## src/sv/pcm_pkg.sv

```systemverilog
// shared types and constants of the priority command multiplexer
// no dependencies
package pcm_pkg;

  localparam int NumSources   = 5;
  localparam int VelWidth     = 32;
  localparam int AgeWidth     = 16;
  localparam int NumComp      = 6;
  localparam int SrcWidth     = 3;
  localparam int CntWidth     = 32;
  localparam int CfgIdxWidth  = 3;
  localparam int CfgDataWidth = 16;
  localparam int QueueDepth   = 2;
  localparam int QPtrWidth    = 1;
  localparam int QCntWidth    = 2;

  localparam logic [SrcWidth-1:0] SrcEmergency = SrcWidth'(0);
  localparam logic [SrcWidth-1:0] SrcManual    = SrcWidth'(1);
  localparam logic [SrcWidth-1:0] SrcAuto      = SrcWidth'(3);
  localparam logic [SrcWidth-1:0] SelNone      = SrcWidth'(NumSources);

  localparam logic [AgeWidth-1:0]     AgeMax   = '1;
  localparam logic [CfgDataWidth-1:0] DefTo    = CfgDataWidth'(500);
  localparam logic [CfgDataWidth-1:0] EmergTo  = CfgDataWidth'(1000);
  localparam logic [CfgDataWidth-1:0] AutoTo   = CfgDataWidth'(2000);
  localparam logic [QCntWidth-1:0]    QFull    = QCntWidth'(QueueDepth);

  typedef enum logic [1:0] {
    OpCommand,
    OpDeadman,
    OpTick,
    OpArbitrate
  } op_e;

  typedef enum logic [CfgIdxWidth-1:0] {
    CfgEnabled,
    CfgDeadmanReq,
    CfgDefaultTo,
    CfgEmergencyTo,
    CfgAutoTo
  } cfg_idx_e;

  typedef logic [NumComp-1:0][VelWidth-1:0] vel_vec_t;

  typedef struct packed {
    op_e                 op;
    logic [SrcWidth-1:0] source;
    logic                src_ok;
    logic                deadman_level;
    vel_vec_t            vel;
  } cmd_t;

  typedef struct packed {
    logic [SrcWidth-1:0] selected;
    vel_vec_t            vel;
    logic                changed;
    logic [CntWidth-1:0] switch_total;
    logic [CntWidth-1:0] blocked_total;
    logic                deadman_now;
  } res_t;

endpackage

```

## src/sv/pcm_front.sv

```systemverilog
// front end: takes input items, classifies them and queues them for the back end
// depends on pcm_pkg
module pcm_front (
  input  logic                              clk_i,
  input  logic                              rst_ni,
  input  logic                              push_i,
  output logic                              full_o,
  input  logic [1:0]                        kind_i,
  input  logic [pcm_pkg::SrcWidth-1:0]      source_i,
  input  logic signed [pcm_pkg::VelWidth-1:0] lin_x_i,
  input  logic signed [pcm_pkg::VelWidth-1:0] lin_y_i,
  input  logic signed [pcm_pkg::VelWidth-1:0] lin_z_i,
  input  logic signed [pcm_pkg::VelWidth-1:0] ang_x_i,
  input  logic signed [pcm_pkg::VelWidth-1:0] ang_y_i,
  input  logic signed [pcm_pkg::VelWidth-1:0] ang_z_i,
  input  logic                              deadman_level_i,
  output logic                              cmd_valid_o,
  output pcm_pkg::cmd_t                     cmd_o,
  input  logic                              cmd_pop_i
);
  import pcm_pkg::*;

  cmd_t                 mem_q [QueueDepth];
  logic [QPtrWidth-1:0] wr_ptr_q, wr_ptr_d, rd_ptr_q, rd_ptr_d;
  logic [QCntWidth-1:0] cnt_q, cnt_d;
  cmd_t                 item;
  logic                 do_push, do_pop;

  always_comb begin
    item.op            = op_e'(kind_i);
    item.source        = source_i;
    item.src_ok        = (source_i < SelNone);
    item.deadman_level = deadman_level_i;
    item.vel           = {ang_z_i, ang_y_i, ang_x_i, lin_z_i, lin_y_i, lin_x_i};
  end

  assign full_o      = (cnt_q == QFull);
  assign cmd_valid_o = (cnt_q != '0);
  assign cmd_o       = mem_q[rd_ptr_q];
  assign do_push     = push_i && !full_o;
  assign do_pop      = cmd_pop_i && cmd_valid_o;

  always_comb begin
    wr_ptr_d = do_push ? wr_ptr_q + 1'b1 : wr_ptr_q;
    rd_ptr_d = do_pop ? rd_ptr_q + 1'b1 : rd_ptr_q;
    cnt_d    = cnt_q + QCntWidth'(do_push) - QCntWidth'(do_pop);
  end

  always_ff @(posedge clk_i or negedge rst_ni) begin
    if (!rst_ni) begin
      wr_ptr_q <= '0;
      rd_ptr_q <= '0;
      cnt_q    <= '0;
    end else begin
      wr_ptr_q <= wr_ptr_d;
      rd_ptr_q <= rd_ptr_d;
      cnt_q    <= cnt_d;
    end
  end

  always_ff @(posedge clk_i) begin
    if (do_push) begin
      mem_q[wr_ptr_q] <= item;
    end
  end

endmodule

```

## src/sv/pcm_back.sv

```systemverilog
// back end: source state, timeouts, priority selection and counters
// depends on pcm_pkg
module pcm_back (
  input  logic                                clk_i,
  input  logic                                rst_ni,
  input  logic                                cfg_we_i,
  input  logic [pcm_pkg::CfgIdxWidth-1:0]     cfg_idx_i,
  input  logic [pcm_pkg::CfgDataWidth-1:0]    cfg_wdata_i,
  input  logic                                cmd_valid_i,
  input  pcm_pkg::cmd_t                       cmd_i,
  output logic                                cmd_pop_o,
  input  logic                                res_full_i,
  output logic                                res_push_o,
  output pcm_pkg::res_t                       res_o
);
  import pcm_pkg::*;

  logic                    en_q, dm_req_q, dm_q;
  logic [CfgDataWidth-1:0] def_to_q, emerg_to_q, auto_to_q;
  logic [NumSources-1:0]   valid_q;
  logic [AgeWidth-1:0]     age_q [NumSources];
  vel_vec_t                vel_q [NumSources];
  logic [SrcWidth-1:0]     choice_q;
  logic [CntWidth-1:0]     switch_q, blocked_q;

  logic [CfgDataWidth-1:0] to_s [NumSources];
  logic [NumSources-1:0]   valid_live;
  logic                    gated, is_arb, is_cmd, cmd_block, cmd_store, do_op, sel_diff;
  logic [SrcWidth-1:0]     sel;
  logic [CntWidth-1:0]     switch_nx;

  assign gated  = dm_req_q && !dm_q;
  assign is_arb = (cmd_i.op == OpArbitrate);
  assign is_cmd = (cmd_i.op == OpCommand);

  always_comb begin
    for (int s = 0; s < NumSources; s++) begin
      if (SrcWidth'(s) == SrcEmergency) begin
        to_s[s] = emerg_to_q;
      end else if (SrcWidth'(s) == SrcAuto) begin
        to_s[s] = auto_to_q;
      end else begin
        to_s[s] = def_to_q;
      end
      valid_live[s] = valid_q[s] && !(AgeWidth'(to_s[s]) < age_q[s]);
    end
  end

  always_comb begin
    sel = SelNone;
    for (int s = NumSources - 1; s >= 0; s--) begin
      if (valid_live[s] && !((SrcWidth'(s) == SrcManual) && gated)) begin
        sel = SrcWidth'(s);
      end
    end
  end

  assign sel_diff   = (sel != choice_q);
  assign switch_nx  = sel_diff ? switch_q + CntWidth'(1) : switch_q;
  assign cmd_block  = !en_q || !cmd_i.src_ok || ((cmd_i.source == SrcManual) && gated);
  assign cmd_store  = is_cmd && !cmd_block;

  assign res_push_o = cmd_valid_i && is_arb && en_q && !res_full_i;
  assign do_op      = cmd_valid_i && (!(is_arb && en_q) || !res_full_i);
  assign cmd_pop_o  = do_op;

  always_comb begin
    res_o.selected      = sel;
    res_o.vel           = (sel == SelNone) ? '0 : vel_q[sel];
    res_o.changed       = sel_diff;
    res_o.switch_total  = switch_nx;
    res_o.blocked_total = blocked_q;
    res_o.deadman_now   = dm_q;
  end

  always_ff @(posedge clk_i or negedge rst_ni) begin
    if (!rst_ni) begin
      en_q       <= 1'b0;
      dm_req_q   <= 1'b1;
      def_to_q   <= DefTo;
      emerg_to_q <= EmergTo;
      auto_to_q  <= AutoTo;
      valid_q    <= '0;
      dm_q       <= 1'b0;
      choice_q   <= SelNone;
      switch_q   <= '0;
      blocked_q  <= '0;
      for (int s = 0; s < NumSources; s++) begin
        age_q[s] <= '0;
      end
    end else begin
      if (cfg_we_i) begin
        unique case (cfg_idx_e'(cfg_idx_i))
          CfgEnabled:     en_q       <= cfg_wdata_i[0];
          CfgDeadmanReq:  dm_req_q   <= cfg_wdata_i[0];
          CfgDefaultTo:   def_to_q   <= cfg_wdata_i;
          CfgEmergencyTo: emerg_to_q <= cfg_wdata_i;
          CfgAutoTo:      auto_to_q  <= cfg_wdata_i;
          default: ;
        endcase
      end
      if (do_op) begin
        unique case (cmd_i.op)
          OpCommand: begin
            if (cmd_block) begin
              blocked_q <= blocked_q + CntWidth'(1);
              if (en_q && cmd_i.src_ok) begin
                valid_q[SrcManual] <= 1'b0;
              end
            end else begin
              valid_q[cmd_i.source] <= 1'b1;
              age_q[cmd_i.source]   <= '0;
            end
          end
          OpDeadman: dm_q <= cmd_i.deadman_level;
          OpTick: begin
            for (int s = 0; s < NumSources; s++) begin
              if (age_q[s] != AgeMax) begin
                age_q[s] <= age_q[s] + AgeWidth'(1);
              end
            end
          end
          OpArbitrate: begin
            if (en_q) begin
              valid_q  <= valid_live;
              choice_q <= sel;
              switch_q <= switch_nx;
            end
          end
          default: ;
        endcase
      end
    end
  end

  always_ff @(posedge clk_i) begin
    if (do_op && cmd_store) begin
      vel_q[cmd_i.source] <= cmd_i.vel;
    end
  end

endmodule

```

## src/sv/pcm_out_q.sv

```systemverilog
// result queue between the back end and the result ports
// depends on pcm_pkg
module pcm_out_q (
  input  logic          clk_i,
  input  logic          rst_ni,
  input  logic          push_i,
  input  pcm_pkg::res_t res_i,
  output logic          full_o,
  input  logic          pop_i,
  output logic          empty_o,
  output pcm_pkg::res_t res_o
);
  import pcm_pkg::*;

  res_t                 mem_q [QueueDepth];
  logic [QPtrWidth-1:0] wr_ptr_q, rd_ptr_q;
  logic [QCntWidth-1:0] cnt_q;
  logic                 do_push, do_pop;

  assign full_o  = (cnt_q == QFull);
  assign empty_o = (cnt_q == '0);
  assign res_o   = mem_q[rd_ptr_q];
  assign do_push = push_i && !full_o;
  assign do_pop  = pop_i && !empty_o;

  always_ff @(posedge clk_i or negedge rst_ni) begin
    if (!rst_ni) begin
      wr_ptr_q <= '0;
      rd_ptr_q <= '0;
      cnt_q    <= '0;
    end else begin
      if (do_push) begin
        wr_ptr_q <= wr_ptr_q + 1'b1;
      end
      if (do_pop) begin
        rd_ptr_q <= rd_ptr_q + 1'b1;
      end
      cnt_q <= cnt_q + QCntWidth'(do_push) - QCntWidth'(do_pop);
    end
  end

  always_ff @(posedge clk_i) begin
    if (do_push) begin
      mem_q[wr_ptr_q] <= res_i;
    end
  end

endmodule

```

## src/sv/priority_command_mux_with_timeouts.sv

```systemverilog
// Priority velocity command multiplexer with per-source timeouts. Items go in through a
// push/full queue port and results come out through an empty/pop queue port; only an
// arbitrate item while enabled gives a result. One item is taken every clock cycle unless the
// input queue is full or an arbitrate item at its head waits for room in the result queue.
// The back end's execute stage handles any item kind; results are registered in a queue.
// Short queues on both sides let the input side keep accepting while results wait to be popped.
// depends on pcm_pkg, pcm_front, pcm_back, pcm_out_q
module priority_command_mux_with_timeouts (
  input  logic                                  clk_i,
  input  logic                                  rst_ni,
  input  logic                                  cfg_we_i,
  input  logic [pcm_pkg::CfgIdxWidth-1:0]       cfg_idx_i,
  input  logic [pcm_pkg::CfgDataWidth-1:0]      cfg_wdata_i,
  input  logic                                  push,
  output logic                                  full,
  input  logic [1:0]                            kind_i,
  input  logic [pcm_pkg::SrcWidth-1:0]          source_i,
  input  logic signed [pcm_pkg::VelWidth-1:0]   lin_x_i,
  input  logic signed [pcm_pkg::VelWidth-1:0]   lin_y_i,
  input  logic signed [pcm_pkg::VelWidth-1:0]   lin_z_i,
  input  logic signed [pcm_pkg::VelWidth-1:0]   ang_x_i,
  input  logic signed [pcm_pkg::VelWidth-1:0]   ang_y_i,
  input  logic signed [pcm_pkg::VelWidth-1:0]   ang_z_i,
  input  logic                                  deadman_level_i,
  output logic                                  empty,
  input  logic                                  pop,
  output logic [pcm_pkg::SrcWidth-1:0]          selected_o,
  output logic signed [pcm_pkg::VelWidth-1:0]   out_lin_x_o,
  output logic signed [pcm_pkg::VelWidth-1:0]   out_lin_y_o,
  output logic signed [pcm_pkg::VelWidth-1:0]   out_lin_z_o,
  output logic signed [pcm_pkg::VelWidth-1:0]   out_ang_x_o,
  output logic signed [pcm_pkg::VelWidth-1:0]   out_ang_y_o,
  output logic signed [pcm_pkg::VelWidth-1:0]   out_ang_z_o,
  output logic                                  changed_o,
  output logic [pcm_pkg::CntWidth-1:0]          switch_total_o,
  output logic [pcm_pkg::CntWidth-1:0]          blocked_total_o,
  output logic                                  deadman_now_o
);
  import pcm_pkg::*;

  cmd_t cmd;
  logic cmd_valid, cmd_pop;
  res_t res_in, res_out;
  logic res_push, res_full;

  pcm_front u_front (
    .clk_i,
    .rst_ni,
    .push_i      (push),
    .full_o      (full),
    .kind_i,
    .source_i,
    .lin_x_i,
    .lin_y_i,
    .lin_z_i,
    .ang_x_i,
    .ang_y_i,
    .ang_z_i,
    .deadman_level_i,
    .cmd_valid_o (cmd_valid),
    .cmd_o       (cmd),
    .cmd_pop_i   (cmd_pop)
  );

  pcm_back u_back (
    .clk_i,
    .rst_ni,
    .cfg_we_i,
    .cfg_idx_i,
    .cfg_wdata_i,
    .cmd_valid_i (cmd_valid),
    .cmd_i       (cmd),
    .cmd_pop_o   (cmd_pop),
    .res_full_i  (res_full),
    .res_push_o  (res_push),
    .res_o       (res_in)
  );

  pcm_out_q u_out_q (
    .clk_i,
    .rst_ni,
    .push_i  (res_push),
    .res_i   (res_in),
    .full_o  (res_full),
    .pop_i   (pop),
    .empty_o (empty),
    .res_o   (res_out)
  );

  assign selected_o      = res_out.selected;
  assign out_lin_x_o     = res_out.vel[0];
  assign out_lin_y_o     = res_out.vel[1];
  assign out_lin_z_o     = res_out.vel[2];
  assign out_ang_x_o     = res_out.vel[3];
  assign out_ang_y_o     = res_out.vel[4];
  assign out_ang_z_o     = res_out.vel[5];
  assign changed_o       = res_out.changed;
  assign switch_total_o  = res_out.switch_total;
  assign blocked_total_o = res_out.blocked_total;
  assign deadman_now_o   = res_out.deadman_now;

endmodule
```

## config.mk

```make
export PLATFORM = sky130hd
export DESIGN_NAME = priority_command_mux_with_timeouts
export DESIGN_NICKNAME = d
export VERILOG_FILES = /design/src/sv/pcm_pkg.sv /design/src/sv/pcm_front.sv /design/src/sv/pcm_back.sv /design/src/sv/pcm_out_q.sv /design/src/sv/priority_command_mux_with_timeouts.sv
export SDC_FILE = /design/constraint.sdc
export NUM_CORES = 2
export LEC_CHECK = 0
export BUFFER_PORTS_ARGS = -buffer_cell sky130_fd_sc_hd__buf_2
export CAP_MARGIN = 10
export CORE_AREA = 3 3 480 482
export CTS_BUF_LIST = sky130_fd_sc_hd__clkbuf_4 sky130_fd_sc_hd__clkbuf_8 sky130_fd_sc_hd__clkbuf_16
export CTS_CLUSTER_DIAMETER = 30
export CTS_CLUSTER_SIZE = 30
export DETAILED_ROUTE_END_ITERATION = 7
export DIE_AREA = 0 0 483 485
export GPL_ROUTABILITY_DRIVEN = 0
export PLACE_DENSITY = 0.57
export SYNTH_ARGS = -nofsm -noshare
export SYNTH_HDL_FRONTEND = slang
export SYNTH_SLANG_ARGS = --single-unit
```

## constraint.sdc

```tcl
create_clock -name clk_i -period 20.5 [get_ports clk_i]
set_clock_uncertainty 0.2 [all_clocks]
set_input_delay 1.025 -clock clk_i [delete_from_list [all_inputs] [get_ports clk_i]]
set_output_delay 1.025 -clock clk_i [all_outputs]
set_load 0.05 [all_outputs]
```

# Word-level counts from Yosys, hierarchy flattened
# Memory sizes are Yosys's and may differ from the RTL's.
# Index checks and enable logic that the tools add are counted.
[op_classes]
n_addsub = 15
magnitude_cmp = 10
eq_ne = 25
muxes = 30
bitwise = 4
reduce_logical = 60
[ops]
columns = ["op", "count"]
rows = [
  ["$mux W192", 1],
  ["$pmux W80 S2", 1],
  ["$mux W16", 6],
  ["$add A16 B1 Y16 const B", 5],
  ["$and A80 B80 Y80", 1],
  ["$lt A16 B16 Y1", 5],
  ["$mux W80", 1],
  ["$ne A16 B16 Y1 const B", 5],
  ["$not A80 Y80", 1],
  ["$add A32 B1 Y32 const B", 2],
  ["$demux W16 S3", 1],
  ["$mux W32", 1],
  ["$reduce_and A4 Y1", 7],
  ["$logic_and A1 B1 Y1", 22],
  ["$mux W3", 5],
  ["$logic_not A1 Y1", 14],
  ["$ne A2 B1 Y1 const B", 6],
  ["$reduce_and A2 Y1", 6],
  ["$mux W1", 11],
  ["$pmux W5 S2", 1],
  ["$eq A2 B2 Y1 const B", 4],
  ["$eq A3 B1 Y1 const B", 2],
  ["$eq A3 B2 Y1 const B", 2],
  ["$eq A3 B3 Y1 const B", 2],
  ["21 further kinds", 32],
]
[totals]
reg_bits = 211
mem_bits_rw = 1880
in_bits = 222
output_inout_bits = 263
wordCells = 169
mem_count = 3
[memory_table]
columns = ["name", "depth", "width", "read_ports", "rd_clocked_by_memory_dff", "write_ports", "line_no", "source"]
rows = [
  ["u_back.vel_q", 5, 192, 1, 0, 1, "pcm_back.sv:22", "vel_vec_t vel_q [NumSources];"],
  ["u_out_q.mem_q", 2, 261, 1, 0, 1, "pcm_out_q.sv:15", "res_t mem_q [QueueDepth];"],
  ["u_front.mem_q", 2, 199, 1, 0, 1, "pcm_front.sv:23", "cmd_t mem_q [QueueDepth];"],
]

# Longest topological paths before layout
[depth]
ltp_word = 10
depth_mapped = 13
mapped_depth_nobuf = 11

# Modules after synthesis
# From an unflattened synthesis, not the netlist that was laid out.
[unflattened]
hier_cells = 4831
area_unflattened_um2 = 82944.6
[modules_own_cells]
columns = ["module", "n_inst", "cells_per_inst", "area_per_inst_um2", "seq_area_each_um2"]
rows = [
  ["pcm_back", 1, 3363, 48487.8, 33933.8],
  ["pcm_out_q", 1, 830, 19764.0, 15775.1],
  ["pcm_front", 1, 638, 14692.8, 12051.6],
]

# Worst setup path after synthesis
# Ideal clock, no wire load.
[synth_timing]
kind = "flip-flop to flip-flop"
from = "register u_front.rd_ptr_q"
to = "memory u_back.vel_q[0][0] in the netlist's numbering (enable)"
setup_time_ns = 0.980
arrival_ns = 14.371
required_ns = 19.320
path_slack_ns = 4.949
stages_incl_launch_ff = 7
path_cell_list = "dfrtp_1 -> buf_4 -> mux2_2 -> nor2_1 -> o221a_2 -> nand2b_1 -> nor3_1"
[synth_via]
elab_chain_cells = 9
elab_cells_between_ends = 17
[synth_lines]
columns = ["element", "line_no", "source"]
rows = [
  ["from (decl)", "pcm_front.sv:24", "logic [QPtrWidth-1:0] wr_ptr_q, wr_ptr_d, rd_ptr_q, rd_ptr_d;"],
  ["from (signal assigned)", "pcm_front.sv:56", "rd_ptr_q <= rd_ptr_d;"],
  ["$mem_v2 Z2 W199 *", "n/a", ""],
  ["$eq A3 B1 Y1 (tied with other cells)", "pcm_back.sv:60", "assign cmd_block = !en_q || !cmd_i.src_ok || ((cmd_i.source == SrcManual) && gated);"],
  ["$logic_and A1 B1 Y1 (tied with other cells)", "pcm_back.sv:60", ""],
  ["$logic_or A1 B1 Y1 / $logic_not A1 Y1 (equally long branches)", "pcm_back.sv:60, pcm_back.sv:64", ""],
  ["$logic_not A1 Y1 / $logic_or A1 B1 Y1 (equally long branches)", "pcm_back.sv:61, pcm_back.sv:64", ""],
  ["$logic_and A1 B1 Y1, on equally long branches", "pcm_back.sv:61, pcm_back.sv:64", ""],
  ["$logic_and A1 B1 Y1", "pcm_back.sv:137", "if (do_op && cmd_store) begin"],
  ["$mux W1", "pcm_back.sv:137", ""],
  ["$mux W1 (not written as such)", "pcm_back.sv:138", "vel_q[cmd_i.source] <= cmd_i.vel;"],
  ["to (decl)", "pcm_back.sv:22", ""],
]
# Mark *: on every way between the ends. The rest lies on a longest branch, timed or not.

# Worst setup path after layout
[layout_timing]
from = "register u_out_q.rd_ptr_q"
to = "output out_ang_x_o[5] in the netlist's numbering"
[layout_via]
elab_chain_cells = 1
[layout_lines]
columns = ["element", "line_no", "source"]
rows = [
  ["from (decl)", "pcm_out_q.sv:16", "logic [QPtrWidth-1:0] wr_ptr_q, rd_ptr_q;"],
  ["from (signal assigned)", "pcm_out_q.sv:36", "rd_ptr_q <= rd_ptr_q + 1'b1;"],
  ["$mem_v2 Z2 W261", "n/a", ""],
  ["to (decl)", "priority_command_mux_with_timeouts.sv:31", "output logic signed [pcm_pkg::VelWidth-1:0] out_ang_x_o,"],
]
# Every way passes these cells.

==> flow_summary.json <==
{
  "layout-drive-gt1-share_pct": 33.2,
  "yosys-top-cells-area": "edfxtp_1, mux2_2, dfrtp_1, a222oi_1, a22oi_1",
  "relSlewSlack_pct": 19.0,
  "die-area_sq_um": 234000,
  "syn_inst": 4393,
  "status": "finished, final reports clean",
  "synth_ff_type": "edfxtp_1",
  "synth_top_cell_area_share_pct": 71.3,
  "drt_first_iter_violations": 4096,
  "drv_cap": 0,
  "rows": 175,
  "grt-busiest-layer": "met2",
  "rsz0062_at_grt": "no",
  "use_met1_pct": 22.5,
  "ctsResizeCount": 0,
  "setup_viol": 0,
  "antenna_found_initial": 42,
  "endpoint_kind": "output port",
  "tightest_slew_ps": 1220,
  "crit_family": "buffers and inverters",
  "grt_usage_pct": 17.3,
  "cts_buffers": 424,
  "start_kind": "flop",
  "pre_cts_ws_ps": 14790,
  "die_w_um": 483,
  "fin_nets": 5521,
  "start_util_pct": 34.9,
  "ys_types": 77,
  "cts_tree": "done",
  "clockRootBuffer": "clkbuf_16",
  "holdBufCountCts": 63,
  "met2_usage_pct": 28.3,
  "yosysSeqAreaShare_pct": 78.0,
  "arrival_ps": 4420,
  "detail-route-antenna-nets": 0,
  "via_count": 44100,
  "core_sq_um": 227000,
  "synth_edf_count": 1880,
  "crit_chain": "buf_4, buf_4, mux2_2, buf_2",
  "min_period_ps": 5650,
  "die_y_um": 485,
  "syn_to_final_growth_pct": 27.0,
  "clk_pin_slew_worst_paths_ps": 50,
  "required_ps": 19270,
  "postCtsSetupRepairBufs": 0,
  "cts.path.max_buffers": 4,
  "grtUsageMet3_pct": 3.96,
  "wirelength_um": 206000,
  "syn_area_sq_um": 79200,
  "port_buffers": 484,
  "crit_slowest_cell": "dfrtp_4",
  "worstHoldPathType": "primary input to flop",
  "regToRegSetupSlack_ps": 15000,
  "worstSetupPathType": "flop to output port",
  "grt_pass1_vias": 45700,
  "tns_ps": 0,
  "ir_worst_vdd_mv": 0.114,
  "p_leak_nw": 35.1,
  "dp_hpwl_um": 115000,
  "power.density_nw_per_um2": 165,
  "avgSynthCellArea_sq_um": 18.0,
  "io_pins": 485,
  "critPathMaxStageDelay_ps": 970,
  "wl_per_cell_um": 24.0,
  "drt_pass1_iterations": 8,
  "cts_sinks": 2091,
  "timing.critical_path.buf_inv": 3,
  "drv_slew": 0,
  "worst_slack_ps": 14850,
  "synthArstFlopShare_pct": 10.1,
  "final_hold_viol_count": 0,
  "max_freq_mhz": 177,
  "period_share_pct": 27.6,
  "drc": 0,
  "cpMostUsedCell": "buf_4",
  "synth_seq_cells": 2091,
  "grt_first_pass_wirelength_um": 303000,
  "synth.net_count": 4701,
  "final_common_cell": "edfxtp_1",
  "final_cell_mix": "edfxtp_1, mux2_2, buf_2",
  "grt_remaining_overflow": 0,
  "critPathMaxFanout": 64,
  "grt_max_degree": 129,
  "post-route-util_pct": 44.3,
  "vias_per_cell": 5.14,
  "yosysTopAreaCell": "edfxtp_1",
  "clock_latency_ps": 970,
  "synth_warnings": 0,
  "htreeDepth": 5
}
[sequential cells by signal, summed over array words and instances, names as in the netlist, 32 cells and up]
register          flops
u_back.switch_q      32
u_back.age_q         80
u_back.vel_q        960
u_out_q.mem_q       522
u_front.mem_q       398
u_back.blocked_q     32
[per-stage QoR]
step | power [mW] | cell area (sq um) | instances | hold WS [ps]
after global placement | 9.69 | 85200 | 7731 | 252
after floorplan | 8.47 | 79200 | 4393 | 242
after detailed placement | 9.75 | 85200 | 7732 | 261
final | 16.6 | 101000 | 8572 | 88.9
after CTS | 16.8 | 101000 | 8563 | 1.11
after global routing | 17.3 | 101000 | 8567 | 20.7
[synth_stat cells, types with 3 or more instances]
cell          n
a2111oi_0     5
inv_1        96
and4_1        8
mux2_2      512
buf_2        11
o21a_1        3
nand3_1      65
a2111oi_2     3
or3_1        12
nor4_1        8
nor2b_1       4
nand2b_1     12
nand4_1      30
buf_1        16
nand2_1     123
o21ai_1      10
edfxtp_1   1880
a21oi_1      63
dfrtp_1     190
xor2_1       28
a221oi_1      3
a31oi_1      10
o2111ai_1     3
buf_4         3
mux2i_1      21
a32o_1        3
clkbuf_1    186
ha_1         86
dfstp_2      21
a22o_1       10
and2_1        9
a22oi_1     191
xnor2_1      75
nor2_1       60
a21o_1        9
a211oi_1     12
and3_1       31
o211ai_1     25
o31ai_1      14
a222oi_1    191
o21ai_0     274
nor3_1       36
[final timing paths]
kind,startpoint,to,cells past startpoint
min,ang_z_i[27],u_front.mem_q[0][187],1
max in group asynchronous,rst_ni,u_back.age_q[72],3
min in group asynchronous,rst_ni,u_back.blocked_q[5],2
min reg2reg,u_back.choice_q[2],u_back.choice_q[2],2
max reg2reg,u_front.rd_ptr_q,u_out_q.mem_q[0][161],7
max,u_out_q.rd_ptr_q,out_ang_x_o[5],4
[layer usage]
| metal | share of wire, % | vias up |
|---|---|---|
| met5 | 0.021 | - |
| met4 | 2.9 | 8 |
| met3 | 6.7 | 378 |
| met2 | 48 | 1601 |
| met1 | 42 | 22500 |
| li1 | - | 19600 |
[cell type report]
| class | count | area [sq um] |
|---|---|---|
| fillers | 19600 | 126000 |
| flip-flops and latches | 2091 | 61800 |
| multi-input cells | 1988 | 16300 |
| clock buffers | 472 | 11100 |
| well taps | 3009 | 3760 |
| repair buffers | 611 | 3640 |
| clock inverters | 296 | 3620 |
| inverters | 97 | 379 |
| diodes | 8 | 20.0 |
[where the power goes]
part | total, mW | switching [mW] | internal (mW) | leakage, nW
Sequential | 5.75 | 0.183 | 5.56 | 19.9
Combinational | 3.90 | 2.83 | 1.07 | 8.04
Clock | 6.95 | 2.19 | 4.77 | 7.16
Total | 16.6 | 5.19 | 11.4 | 35.1
[worst reg2reg max path, cell delays in order (launching register included)]
cell	delay [ps]
dfrtp_4	940
nand3_1	210
a21bo_2	270
or3_1	750
nor2_4	270
buf_4	640
buf_4	740
buf_4	1060
[logic make-up after synthesis]
family / Yosys count / synth area share, %
DFF: 2091 / 78.0
AOI/OAI and AO/OA: 854 / 7.79
muxes: 534 / 7.56
and+or+nand+nor: 409 / 2.57
buffers and inverters: 314 / 1.53
xor gates and xnor gates: 105 / 1.18
adders and majority gates: 86 / 1.36
No activity file was read; power rests on OpenSTA's default activity.
